==> src/hw/rtl/wake_score_smoother_with_cooldown_defines.svh <==
// Assertion macros used by the wake score smoother datapath.
`ifndef WAKE_SCORE_SMOOTHER_WITH_COOLDOWN_DEFINES_SVH
`define WAKE_SCORE_SMOOTHER_WITH_COOLDOWN_DEFINES_SVH

// Same-cycle implication, checked on clk and disabled while rst_n is low.
`define WSSC_ASSERT_IMPL(label, pre, post) \
  label: assert property (@(posedge clk) disable iff (!rst_n) (pre) |-> (post)) \
    else $error("wssc check failed");

// Next-cycle implication, checked on clk and disabled while rst_n is low.
`define WSSC_ASSERT_NEXT(label, pre, post) \
  label: assert property (@(posedge clk) disable iff (!rst_n) (pre) |=> (post)) \
    else $error("wssc check failed");

`endif

==> src/hw/rtl/wssc_pkg.sv <==
// Shared types and constants of the wake score smoother.
package wssc_pkg;

  // Default depth of the score window
  localparam int WINDOW_LEN_DEF = 10;

  // Input mode codes carried in tuser
  localparam logic [1:0] MODE_SCORE   = 2'd0;
  localparam logic [1:0] MODE_SILENCE = 2'd1;
  localparam logic [1:0] MODE_TICK    = 2'd2;

  // Configuration register indexes
  localparam logic [1:0] REG_ZERO_POINT = 2'd0;
  localparam logic [1:0] REG_SCALE      = 2'd1;
  localparam logic [1:0] REG_THRESHOLD  = 2'd2;
  localparam logic [1:0] REG_COOLDOWN   = 2'd3;

  // Register reset values
  localparam logic [7:0]  ZERO_POINT_RST = 8'h80;   // -128
  localparam logic [15:0] SCALE_RST      = 16'd256;
  localparam logic [15:0] THRESHOLD_RST  = 16'd4915;
  localparam logic [15:0] COOLDOWN_RST   = 16'd1500;

  // Output beat layout
  localparam int OUT_TDATA_W = 24;

  // Commands from controller to datapath
  typedef struct packed {
    logic score_load;  // latch the raw score
    logic silence;     // clear the window
    logic tick;        // one millisecond tick
    logic mul;         // dequantize, issue ring read
    logic upd;         // update ring and sum, start divide
    logic div_step;    // one quotient bit
    logic finish;      // decide and load the result beat
  } cmd_t;

  // Status from datapath to controller
  typedef struct packed {
    logic div_last;    // current step is the last quotient bit
    logic out_free;    // output register can take a beat
  } sts_t;

endpackage

==> src/hw/rtl/wssc_ram.sv <==
// Generic single-port-write, single-port-read RAM with registered read data.
module wssc_ram #(
  parameter int WIDTH = 16,
  parameter int DEPTH = 10,
  parameter int AW    = (DEPTH > 1) ? $clog2(DEPTH) : 1
) (
  input  logic             clk,
  input  logic             we,
  input  logic [AW-1:0]    waddr,
  input  logic [WIDTH-1:0] wdata,
  input  logic [AW-1:0]    raddr,
  output logic [WIDTH-1:0] rdata
);

  logic [WIDTH-1:0] mem [DEPTH];

  // Write port and registered read port
  always_ff @(posedge clk) begin
    if (we) begin
      mem[waddr] <= wdata;
    end
    rdata <= mem[raddr];
  end

endmodule

==> src/hw/rtl/wssc_dp.sv <==
// Datapath: dequantizer, score ring, running sum, serial divider, cooldown, result register.
`include "wake_score_smoother_with_cooldown_defines.svh"

module wssc_dp #(
  parameter int WINDOW_LEN = wssc_pkg::WINDOW_LEN_DEF
) (
  input  logic                               clk,
  input  logic                               rst_n,
  input  wssc_pkg::cmd_t                     cmd,
  output wssc_pkg::sts_t                     sts,
  input  logic signed [7:0]                  in_raw,
  input  logic [7:0]                         score_ofs,
  input  logic [15:0]                        scale_q16,
  input  logic [15:0]                        threshold_q15,
  input  logic [15:0]                        cool_len,
  output logic                               out_tvalid,
  input  logic                               out_tready,
  output logic [wssc_pkg::OUT_TDATA_W-1:0]   out_tdata
);

  localparam int IDX_W  = (WINDOW_LEN > 1) ? $clog2(WINDOW_LEN) : 1;
  localparam int FILL_W = $clog2(WINDOW_LEN + 1);
  localparam int SUM_W  = 15 + $clog2(WINDOW_LEN + 1);
  localparam int CNT_W  = $clog2(SUM_W + 1);

  logic [7:0]        raw_r;
  logic [15:0]       prob_r;
  logic [IDX_W-1:0]  head_r, head_nxt;
  logic [FILL_W-1:0] fill_r, fill_nxt;
  logic [SUM_W-1:0]  sum_r, sum_nxt;
  logic [SUM_W-1:0]  quot_r, quot_nxt;
  logic [FILL_W-1:0] rem_r, rem_nxt;
  logic [CNT_W-1:0]  cnt_r, cnt_nxt;
  logic              cool_r, cool_nxt;
  logic [15:0]       left_r, left_nxt;
  logic              out_valid_r, out_valid_nxt;
  logic [wssc_pkg::OUT_TDATA_W-1:0] out_data_r, out_data_nxt;

  logic [8:0]        diff;
  logic              diff_pos;
  logic [23:0]       prod;
  logic [16:0]       clamp;
  logic [15:0]       prob;
  logic [15:0]       ram_rdata;
  logic [15:0]       old_prob;
  logic              ring_full;
  logic [IDX_W:0]    head_inc;
  logic [FILL_W:0]   shifted;
  logic [FILL_W:0]   rem_sub;
  logic              ge;
  logic [15:0]       avg;
  logic              detect;

  // Dequantize: (raw - offset) * scale, clamp to 0..1.0, take Q1.15
  assign diff     = {raw_r[7], raw_r} - {score_ofs[7], score_ofs};
  assign diff_pos = !diff[8] && (diff != 9'd0);
  assign prod     = {16'd0, diff[7:0]} * {8'd0, scale_q16};
  assign clamp    = (prod > 24'd65536) ? 17'h10000 : prod[16:0];
  assign prob     = diff_pos ? clamp[16:1] : 16'd0;

  // Score ring, read at head during the multiply cycle
  wssc_ram #(
    .WIDTH (16),
    .DEPTH (WINDOW_LEN),
    .AW    (IDX_W)
  ) u_ring (
    .clk   (clk),
    .we    (cmd.upd),
    .waddr (head_r),
    .wdata (prob_r),
    .raddr (head_r),
    .rdata (ram_rdata)
  );

  // Entries at or past the fill count were not written since the last clear
  assign ring_full = (fill_r == FILL_W'(WINDOW_LEN));
  assign old_prob  = ring_full ? ram_rdata : 16'd0;
  assign head_inc  = {1'b0, head_r} + (IDX_W + 1)'(1);

  // One restoring divide step
  assign shifted = {rem_r, quot_r[SUM_W-1]};
  assign ge      = (shifted >= {1'b0, fill_r});
  assign rem_sub = shifted - {1'b0, fill_r};

  // Detection decision on the finished quotient
  assign avg    = quot_r[15:0];
  assign detect = !cool_r && (avg >= threshold_q15);

  assign sts.div_last = (cnt_r == CNT_W'(1));
  assign sts.out_free = !out_valid_r || out_tready;

  // Window, divider, cooldown and result next state
  always_comb begin
    head_nxt      = head_r;
    fill_nxt      = fill_r;
    sum_nxt       = sum_r;
    quot_nxt      = quot_r;
    rem_nxt       = rem_r;
    cnt_nxt       = cnt_r;
    cool_nxt      = cool_r;
    left_nxt      = left_r;
    out_valid_nxt = out_valid_r && !out_tready;
    out_data_nxt  = out_data_r;

    if (cmd.silence) begin
      head_nxt = '0;
      fill_nxt = '0;
      sum_nxt  = '0;
    end

    if (cmd.tick && cool_r) begin
      if (left_r <= 16'd1) begin
        cool_nxt = 1'b0;
        left_nxt = 16'd0;
        head_nxt = '0;
        fill_nxt = '0;
        sum_nxt  = '0;
      end else begin
        left_nxt = left_r - 16'd1;
      end
    end

    if (cmd.upd) begin
      sum_nxt  = sum_r - SUM_W'(old_prob) + SUM_W'(prob_r);
      head_nxt = (head_inc == (IDX_W + 1)'(WINDOW_LEN)) ? '0 : head_inc[IDX_W-1:0];
      fill_nxt = ring_full ? fill_r : fill_r + FILL_W'(1);
      quot_nxt = sum_r - SUM_W'(old_prob) + SUM_W'(prob_r);
      rem_nxt  = '0;
      cnt_nxt  = CNT_W'(SUM_W);
    end

    if (cmd.div_step) begin
      rem_nxt  = ge ? rem_sub[FILL_W-1:0] : shifted[FILL_W-1:0];
      quot_nxt = {quot_r[SUM_W-2:0], ge};
      cnt_nxt  = cnt_r - CNT_W'(1);
    end

    if (cmd.finish) begin
      out_valid_nxt = 1'b1;
      out_data_nxt  = {6'd0, cool_r | detect, detect, avg};
      if (detect) begin
        cool_nxt = 1'b1;
        left_nxt = cool_len;
        head_nxt = '0;
        fill_nxt = '0;
        sum_nxt  = '0;
      end
    end
  end

  // Control state
  always_ff @(posedge clk) begin
    if (!rst_n) begin
      head_r      <= '0;
      fill_r      <= '0;
      sum_r       <= '0;
      cnt_r       <= '0;
      cool_r      <= 1'b0;
      left_r      <= 16'd0;
      out_valid_r <= 1'b0;
    end else begin
      head_r      <= head_nxt;
      fill_r      <= fill_nxt;
      sum_r       <= sum_nxt;
      cnt_r       <= cnt_nxt;
      cool_r      <= cool_nxt;
      left_r      <= left_nxt;
      out_valid_r <= out_valid_nxt;
    end
  end

  // Payload registers
  always_ff @(posedge clk) begin
    if (cmd.score_load) begin
      raw_r <= in_raw;
    end
    if (cmd.mul) begin
      prob_r <= prob;
    end
    quot_r     <= quot_nxt;
    rem_r      <= rem_nxt;
    out_data_r <= out_data_nxt;
  end

  assign out_tvalid = out_valid_r;
  assign out_tdata  = out_data_r;

  `WSSC_ASSERT_IMPL(a_fill_bound, 1'b1, fill_r <= FILL_W'(WINDOW_LEN))
  `WSSC_ASSERT_IMPL(a_head_tracks_fill, !ring_full, head_r == IDX_W'(fill_r))
  `WSSC_ASSERT_IMPL(a_idle_cooldown_zero, !cool_r, left_r == 16'd0)
  `WSSC_ASSERT_IMPL(a_detect_cools, out_valid_r && out_data_r[16], out_data_r[17])
  `WSSC_ASSERT_NEXT(a_detect_clears, cmd.finish && detect, fill_r == '0 && cool_r)

endmodule

==> src/hw/rtl/wssc_ctrl.sv <==
// Controller: sequences accept, dequantize, ring update, divide and result load.
module wssc_ctrl (
  input  logic           clk,
  input  logic           rst_n,
  input  logic           in_tvalid,
  output logic           in_tready,
  input  logic [1:0]     in_mode,
  output wssc_pkg::cmd_t cmd,
  input  wssc_pkg::sts_t sts
);

  localparam logic [2:0] ST_IDLE = 3'd0;
  localparam logic [2:0] ST_MUL  = 3'd1;
  localparam logic [2:0] ST_UPD  = 3'd2;
  localparam logic [2:0] ST_DIV  = 3'd3;
  localparam logic [2:0] ST_FIN  = 3'd4;

  logic [2:0] state_r, state_nxt;
  logic       accept;

  assign in_tready = (state_r == ST_IDLE);
  assign accept    = in_tvalid && in_tready;

  // Next state and commands
  always_comb begin
    state_nxt      = state_r;
    cmd            = '0;
    unique case (state_r)
      ST_IDLE: begin
        if (accept) begin
          cmd.silence = (in_mode == wssc_pkg::MODE_SILENCE);
          cmd.tick    = (in_mode == wssc_pkg::MODE_TICK);
          if (in_mode == wssc_pkg::MODE_SCORE) begin
            cmd.score_load = 1'b1;
            state_nxt      = ST_MUL;
          end
        end
      end
      ST_MUL: begin
        cmd.mul   = 1'b1;
        state_nxt = ST_UPD;
      end
      ST_UPD: begin
        cmd.upd   = 1'b1;
        state_nxt = ST_DIV;
      end
      ST_DIV: begin
        cmd.div_step = 1'b1;
        if (sts.div_last) begin
          state_nxt = ST_FIN;
        end
      end
      ST_FIN: begin
        // hold until the output register can take the beat
        if (sts.out_free) begin
          cmd.finish = 1'b1;
          state_nxt  = ST_IDLE;
        end
      end
      default: begin
        state_nxt = ST_IDLE;
      end
    endcase
  end

  always_ff @(posedge clk) begin
    if (!rst_n) begin
      state_r <= ST_IDLE;
    end else begin
      state_r <= state_nxt;
    end
  end

endmodule

==> src/hw/rtl/wake_score_smoother_with_cooldown.sv <==
// Top level of the wake score smoother: configuration registers, controller and datapath.
//
//   channel | direction | signals                      | beat
//   in_     | slave     | tvalid tready tdata tuser    | raw_score, mode
//   out_    | master    | tvalid tready tdata          | average, detected, cooling_down
//   cfg_    | APB slave | psel penable pwrite paddr .. | 4 registers at 4*i
//
// A score beat holds the block through the idle, multiply, update, divide and
// finish states; the serial divider gives one quotient bit per cycle, and the finish
// state waits until the output register can take the result. Silence, tick and
// unused beats are done in the accepting cycle. rst_n is synchronous and clears
// window, cooldown and registers.
// A stalled result stays in the output register; the next input beat is taken
// meanwhile, and its result waits for the register to drain.
module wake_score_smoother_with_cooldown #(
  parameter int WINDOW_LEN = wssc_pkg::WINDOW_LEN_DEF
) (
  input  logic                             clk,
  input  logic                             rst_n,
  // stream in
  input  logic                             in_tvalid,
  output logic                             in_tready,
  input  logic signed [7:0]                in_tdata,   // [7:0] raw_score
  input  logic [1:0]                       in_tuser,   // [1:0] mode
  // stream out
  output logic                             out_tvalid,
  input  logic                             out_tready,
  // [15:0] average_q15, [16] detected, [17] cooling_down, [23:18] zero
  output logic [wssc_pkg::OUT_TDATA_W-1:0] out_tdata,
  // configuration
  input  logic                             cfg_psel,
  input  logic                             cfg_penable,
  input  logic                             cfg_pwrite,
  input  logic [3:0]                       cfg_paddr,
  input  logic [31:0]                      cfg_pwdata,
  output logic [31:0]                      cfg_prdata,
  output logic                             cfg_pready
);

  logic [7:0]  score_ofs_r;
  logic [15:0] scale_r;
  logic [15:0] threshold_r;
  logic [15:0] cooldown_r;
  logic        cfg_wr;

  wssc_pkg::cmd_t cmd;
  wssc_pkg::sts_t sts;

  assign cfg_pready = 1'b1;
  assign cfg_wr     = cfg_psel && cfg_penable && cfg_pwrite && cfg_pready;

  // Write configuration registers
  always_ff @(posedge clk) begin
    if (!rst_n) begin
      score_ofs_r <= wssc_pkg::ZERO_POINT_RST;
      scale_r     <= wssc_pkg::SCALE_RST;
      threshold_r <= wssc_pkg::THRESHOLD_RST;
      cooldown_r  <= wssc_pkg::COOLDOWN_RST;
    end else if (cfg_wr) begin
      unique case (cfg_paddr[3:2])
        wssc_pkg::REG_ZERO_POINT: score_ofs_r <= cfg_pwdata[7:0];
        wssc_pkg::REG_SCALE:      scale_r     <= cfg_pwdata[15:0];
        wssc_pkg::REG_THRESHOLD:  threshold_r <= cfg_pwdata[15:0];
        wssc_pkg::REG_COOLDOWN:   cooldown_r  <= cfg_pwdata[15:0];
        default: ;
      endcase
    end
  end

  // Read back configuration registers
  always_comb begin
    unique case (cfg_paddr[3:2])
      wssc_pkg::REG_ZERO_POINT: cfg_prdata = {{24{score_ofs_r[7]}}, score_ofs_r};
      wssc_pkg::REG_SCALE:      cfg_prdata = {16'd0, scale_r};
      wssc_pkg::REG_THRESHOLD:  cfg_prdata = {16'd0, threshold_r};
      wssc_pkg::REG_COOLDOWN:   cfg_prdata = {16'd0, cooldown_r};
      default:                  cfg_prdata = 32'd0;
    endcase
  end

  wssc_ctrl u_ctrl (
    .clk       (clk),
    .rst_n     (rst_n),
    .in_tvalid (in_tvalid),
    .in_tready (in_tready),
    .in_mode   (in_tuser),
    .cmd       (cmd),
    .sts       (sts)
  );

  wssc_dp #(
    .WINDOW_LEN (WINDOW_LEN)
  ) u_dp (
    .clk           (clk),
    .rst_n         (rst_n),
    .cmd           (cmd),
    .sts           (sts),
    .in_raw        (in_tdata),
    .score_ofs     (score_ofs_r),
    .scale_q16     (scale_r),
    .threshold_q15 (threshold_r),
    .cool_len      (cooldown_r),
    .out_tvalid    (out_tvalid),
    .out_tready    (out_tready),
    .out_tdata     (out_tdata)
  );

endmodule
==> config.mk <==
export PLATFORM = sky130hd
export DESIGN_NAME = wake_score_smoother_with_cooldown
export DESIGN_NICKNAME = d
export VERILOG_FILES = /design/src/hw/rtl/wssc_pkg.sv /design/src/hw/rtl/wssc_ram.sv /design/src/hw/rtl/wssc_dp.sv /design/src/hw/rtl/wssc_ctrl.sv /design/src/hw/rtl/wake_score_smoother_with_cooldown.sv
export VERILOG_INCLUDE_DIRS = /design/src /design/src/hw/rtl
export SDC_FILE = /design/constraint.sdc
export NUM_CORES = 1
export LEC_CHECK = 0
export BUFFER_PORTS_ARGS = -buffer_cell sky130_fd_sc_hd__buf_2
export CORE_ASPECT_RATIO = 1.5
export CORE_MARGIN = 5
export CORE_UTILIZATION = 49
export DETAILED_ROUTE_END_ITERATION = 16
export PLACE_DENSITY = 0.66
export REMOVE_ABC_BUFFERS = 1
export SETUP_SLACK_MARGIN = 0.4
export SLEW_MARGIN = 25
export SYNTH_ARGS = -nofsm -noshare
export SYNTH_HDL_FRONTEND = slang
export SYNTH_HIERARCHICAL = 1
export SYNTH_SLANG_ARGS = --single-unit
==> constraint.sdc <==
create_clock -name clk -period 9.7 [get_ports clk]
set_clock_uncertainty 0.2 [all_clocks]
set_input_delay 0.485 -clock clk [delete_from_list [all_inputs] [get_ports clk]]
set_output_delay 0.485 -clock clk [all_outputs]
set_load 0.05 [all_outputs]
==> impl_metrics.toml <==
[worst_setup_path]
path_buf_inv = 4
arrival_ns = 8.02
critPathRequiredTime_ns = 9.82
path_max_fanout = 16
crit_top_cell = "fa_1"
slowest_delay_ns = 0.73
cp-start-kind = "register"
crit_path_end_kind = "register"
path_delay_family = "adder cells"
crit_type = "reg -> reg"
slowest_stage = "a2111oi_0"

[clock_tree]
root_buffer = "clkbuf_16"
cts.sinks = 350
post-cts-setup-buffers = 0
cts_buffers = 36
clk_path_buf_depth = 3
clk_pin_slew_worst_paths_ns = 0.06
clock_latency_ns = 0.54
tritoncts = "done"
htreeDepth = 2

[synth]
synth_top_area_frac = 0.321
synth-edff-count = 225
synth_largest_area_cell = "edfxtp_1"
async_reset_ff_frac = 0
yosys_warnings = 6
syn_inst = 1931
syn-cell-area_mm2 = 0.0211
ys_ff_latch = 350
synthTopCellsByArea = "edfxtp_1, dfxtp_1, fa_1, ha_1, inv_1"
synthTopCellsByCount = "inv_1, edfxtp_1, nand2_1, dfxtp_1, fa_1"
ys_seq_area_frac = 0.439
yosysMostFrequentCell = "inv_1"
synth_cell_types = 89
syn_area_per_cell_um2 = 10.9
synth_flop_cell = "edfxtp_1"

[cells_and_area]
area.growth.synth_to_final_pct = 9.74
finalNetCount = 2250
seqCellArea_mm2 = 0.00926
drive_gt1_frac = 0.141
antenna_cells = 0
multi_input_area_mm2 = 0.0104
fillCellCount = 3709
stdcell_count = 2591
design_area_mm2 = 0.0231
fin_util = 0.542

[drt]
num_vias = 14300
wl_um = 49100
drt_iter0_drc = 724
ant_nets = 0
drc = 0
wl_per_cell_um = 19.0
first_pass_iters = 5
via_per_inst = 5.51

[run]
cap_violations = 0

[floorplan]
ioPinCount = 112
start_util = 0.493
rows = 93
core_area_mm2 = 0.0427
fp.dieH_um = 264
die_w_um = 179
dieArea_mm2 = 0.0473

[grt]
grt_use_total = 0.211
grt_pass1_vias = 14800
antenna_found_initial = 0
grt_pass1_wl_um = 79200
grt.overflow.total = 0
grt_max_degree = 77

[placement]
dpl_cell_area_mm2 = 0.0219
routabilityCongestion = 0.862
numPortBuffers = 86
dpl.hpwl_um = 35300
place_inst = 2518

[timing]
hold_viol = 0
setup-violations-final = 0
min_period_over_period = 0.815
worstMarginPinSlew_ns = 1.05
slew_headroom = 0.301
fmax_mhz = 127
fin_tns_setup_ns = 0
rsz0062_at_grt = "no"
fin_crit_ns = 7.90
final_max_slew_viol_count = 0
hold_slack_ns = 0.0315

[min_path]
hold_path.class = "in -> reg"

[outcome]
status = "finished clean"

[power_and_ir_drop]
p_leak_uw = 0.00921
peakVddDrop_v = 0.000144
p_per_area_mw_per_mm2 = 186
## through the flow
step | total power (uW) | setup WS [ns]
final | 4290 | 1.80
after global routing | 4520 | 1.24
after CTS | 4320 | 1.83
after detailed placement | 2980 | 1.89
after global placement | 2950 | 2.05
after floorplan | 2670 | 2.67
## state kept, by name, indices dropped and copies added (netlist names), 16 cells and up
| name | cells |
|---|---|
| scale_r | 16 |
| u_dp/u_ring/rdata | 16 |
| u_dp/left_r | 16 |
| u_dp/u_ring/mem | 160 |
| u_dp/out_tdata | 18 |
| threshold_r | 16 |
| cooldown_r | 16 |
| u_dp/sum_r | 19 |
| u_dp/quot_r | 19 |
| u_dp/prob_r | 16 |
## worst register-to-register path, cell delays in order (launching register included)
cell,delay (ns)
dfxtp_1,0.47
ha_1,0.20
inv_1,0.05
fa_1,0.39
a211oi_1,0.32
nor3b_1,0.14
o21a_1,0.19
nor3_1,0.19
nor2_1,0.07
buf_4,0.20
and2_1,0.19
fa_1,0.53
fa_1,0.43
fa_1,0.50
inv_1,0.05
fa_1,0.47
inv_1,0.04
ha_1,0.46
nand4_1,0.13
a2111oi_0,0.73
nor2_1,0.12
o21ai_1,0.29
xor2_1,0.13
nor4_2,0.33
nand4_2,0.40
nor4b_1,0.44
## power by group
part	switching [uW]	total [uW]	internal (uW)
combinational	649	1090	436
sequential	119	1880	1760
clock	552	1330	774
total	1320	4290	2970
## final cells by class
class / instances / area share
Clock buffer: 54 / 0.0436
Sequential cell: 350 / 0.401
Tap cell: 570 / 0.0308
Multi-Input combinational cell: 1240 / 0.449
Inverter: 243 / 0.0394
Timing Repair Buffer: 124 / 0.0321
Clock inverter: 10 / 0.00492
## layer usage
| metal | vias to the layer above | share of wire | track usage | routed length [um] |
|---|---|---|---|---|
| met5 | - | 0 | 0 | 0 |
| met4 | 0 | 0.039 | 0.0783 | 1930 |
| met3 | 92 | 0.039 | 0.0243 | 1930 |
| met2 | 322 | 0.54 | 0.394 | 26500 |
| met1 | 7062 | 0.38 | 0.244 | 18800 |
| li1 | 6796 | - | - | - |
## what timing repair did
item / CTS / global route
endpoints found under the setup margin: 0 / 0
resized for setup: 0 / 0
hold buffers: 8 / 0
hold endpoints to repair: 8 / 0
## path summary, 6_finish.rpt
kind | startpoint | to | slack [ns] | depth (start not counted)
worst min register to register | score_ofs_r[6]$_SDFFE_PN0P_ | score_ofs_r[6]$_SDFFE_PN0P_ | 0.28 | 2
worst max-delay path | score_ofs_r[0]$_SDFFE_PN0P_ | u_dp/prob_r[4]$_SDFFCE_PP0P_ | 1.80 | 25
worst max register to register | score_ofs_r[0]$_SDFFE_PN0P_ | u_dp/prob_r[4]$_SDFFCE_PP0P_ | 1.80 | 25
worst min-delay path | cfg_pwdata[9] | cooldown_r[9]$_SDFFE_PN0P_ | 0.03 | 3
## layout by cell type, fill, tap and decap left out, types with 18 or more instances in the layout
master	count
xor2_1	24
mux2i_1	75
dfxtp_1	124
edfxtp_1	225
nand2_1	171
o21ai_0	68
mux2_2	51
fa_1	102
o22ai_1	18
a21oi_1	66
clkbuf_16	36
inv_1	243
buf_2	86
and2_1	91
xnor2_1	26
ha_1	100
nor3_1	40
nand2b_1	19
buf_4	29
nor2_1	88
## logic make-up (layout without fill, tap and decap cells)
group / Yosys count / count (layout) / synth area share
AOI/OAI and AO/OA: 309 / 309 / 0.102
other: 2 / 7 / 0.000356
adders and majority gates: 202 / 202 / 0.156
muxes: 142 / 142 / 0.0800
xor gates and xnor gates: 50 / 50 / 0.0208
and+or+nand+nor: 530 / 530 / 0.129
buffers and inverters: 346 / 431 / 0.0726
DFF: 350 / 350 / 0.439
Power figures use the tool's default switching activity.
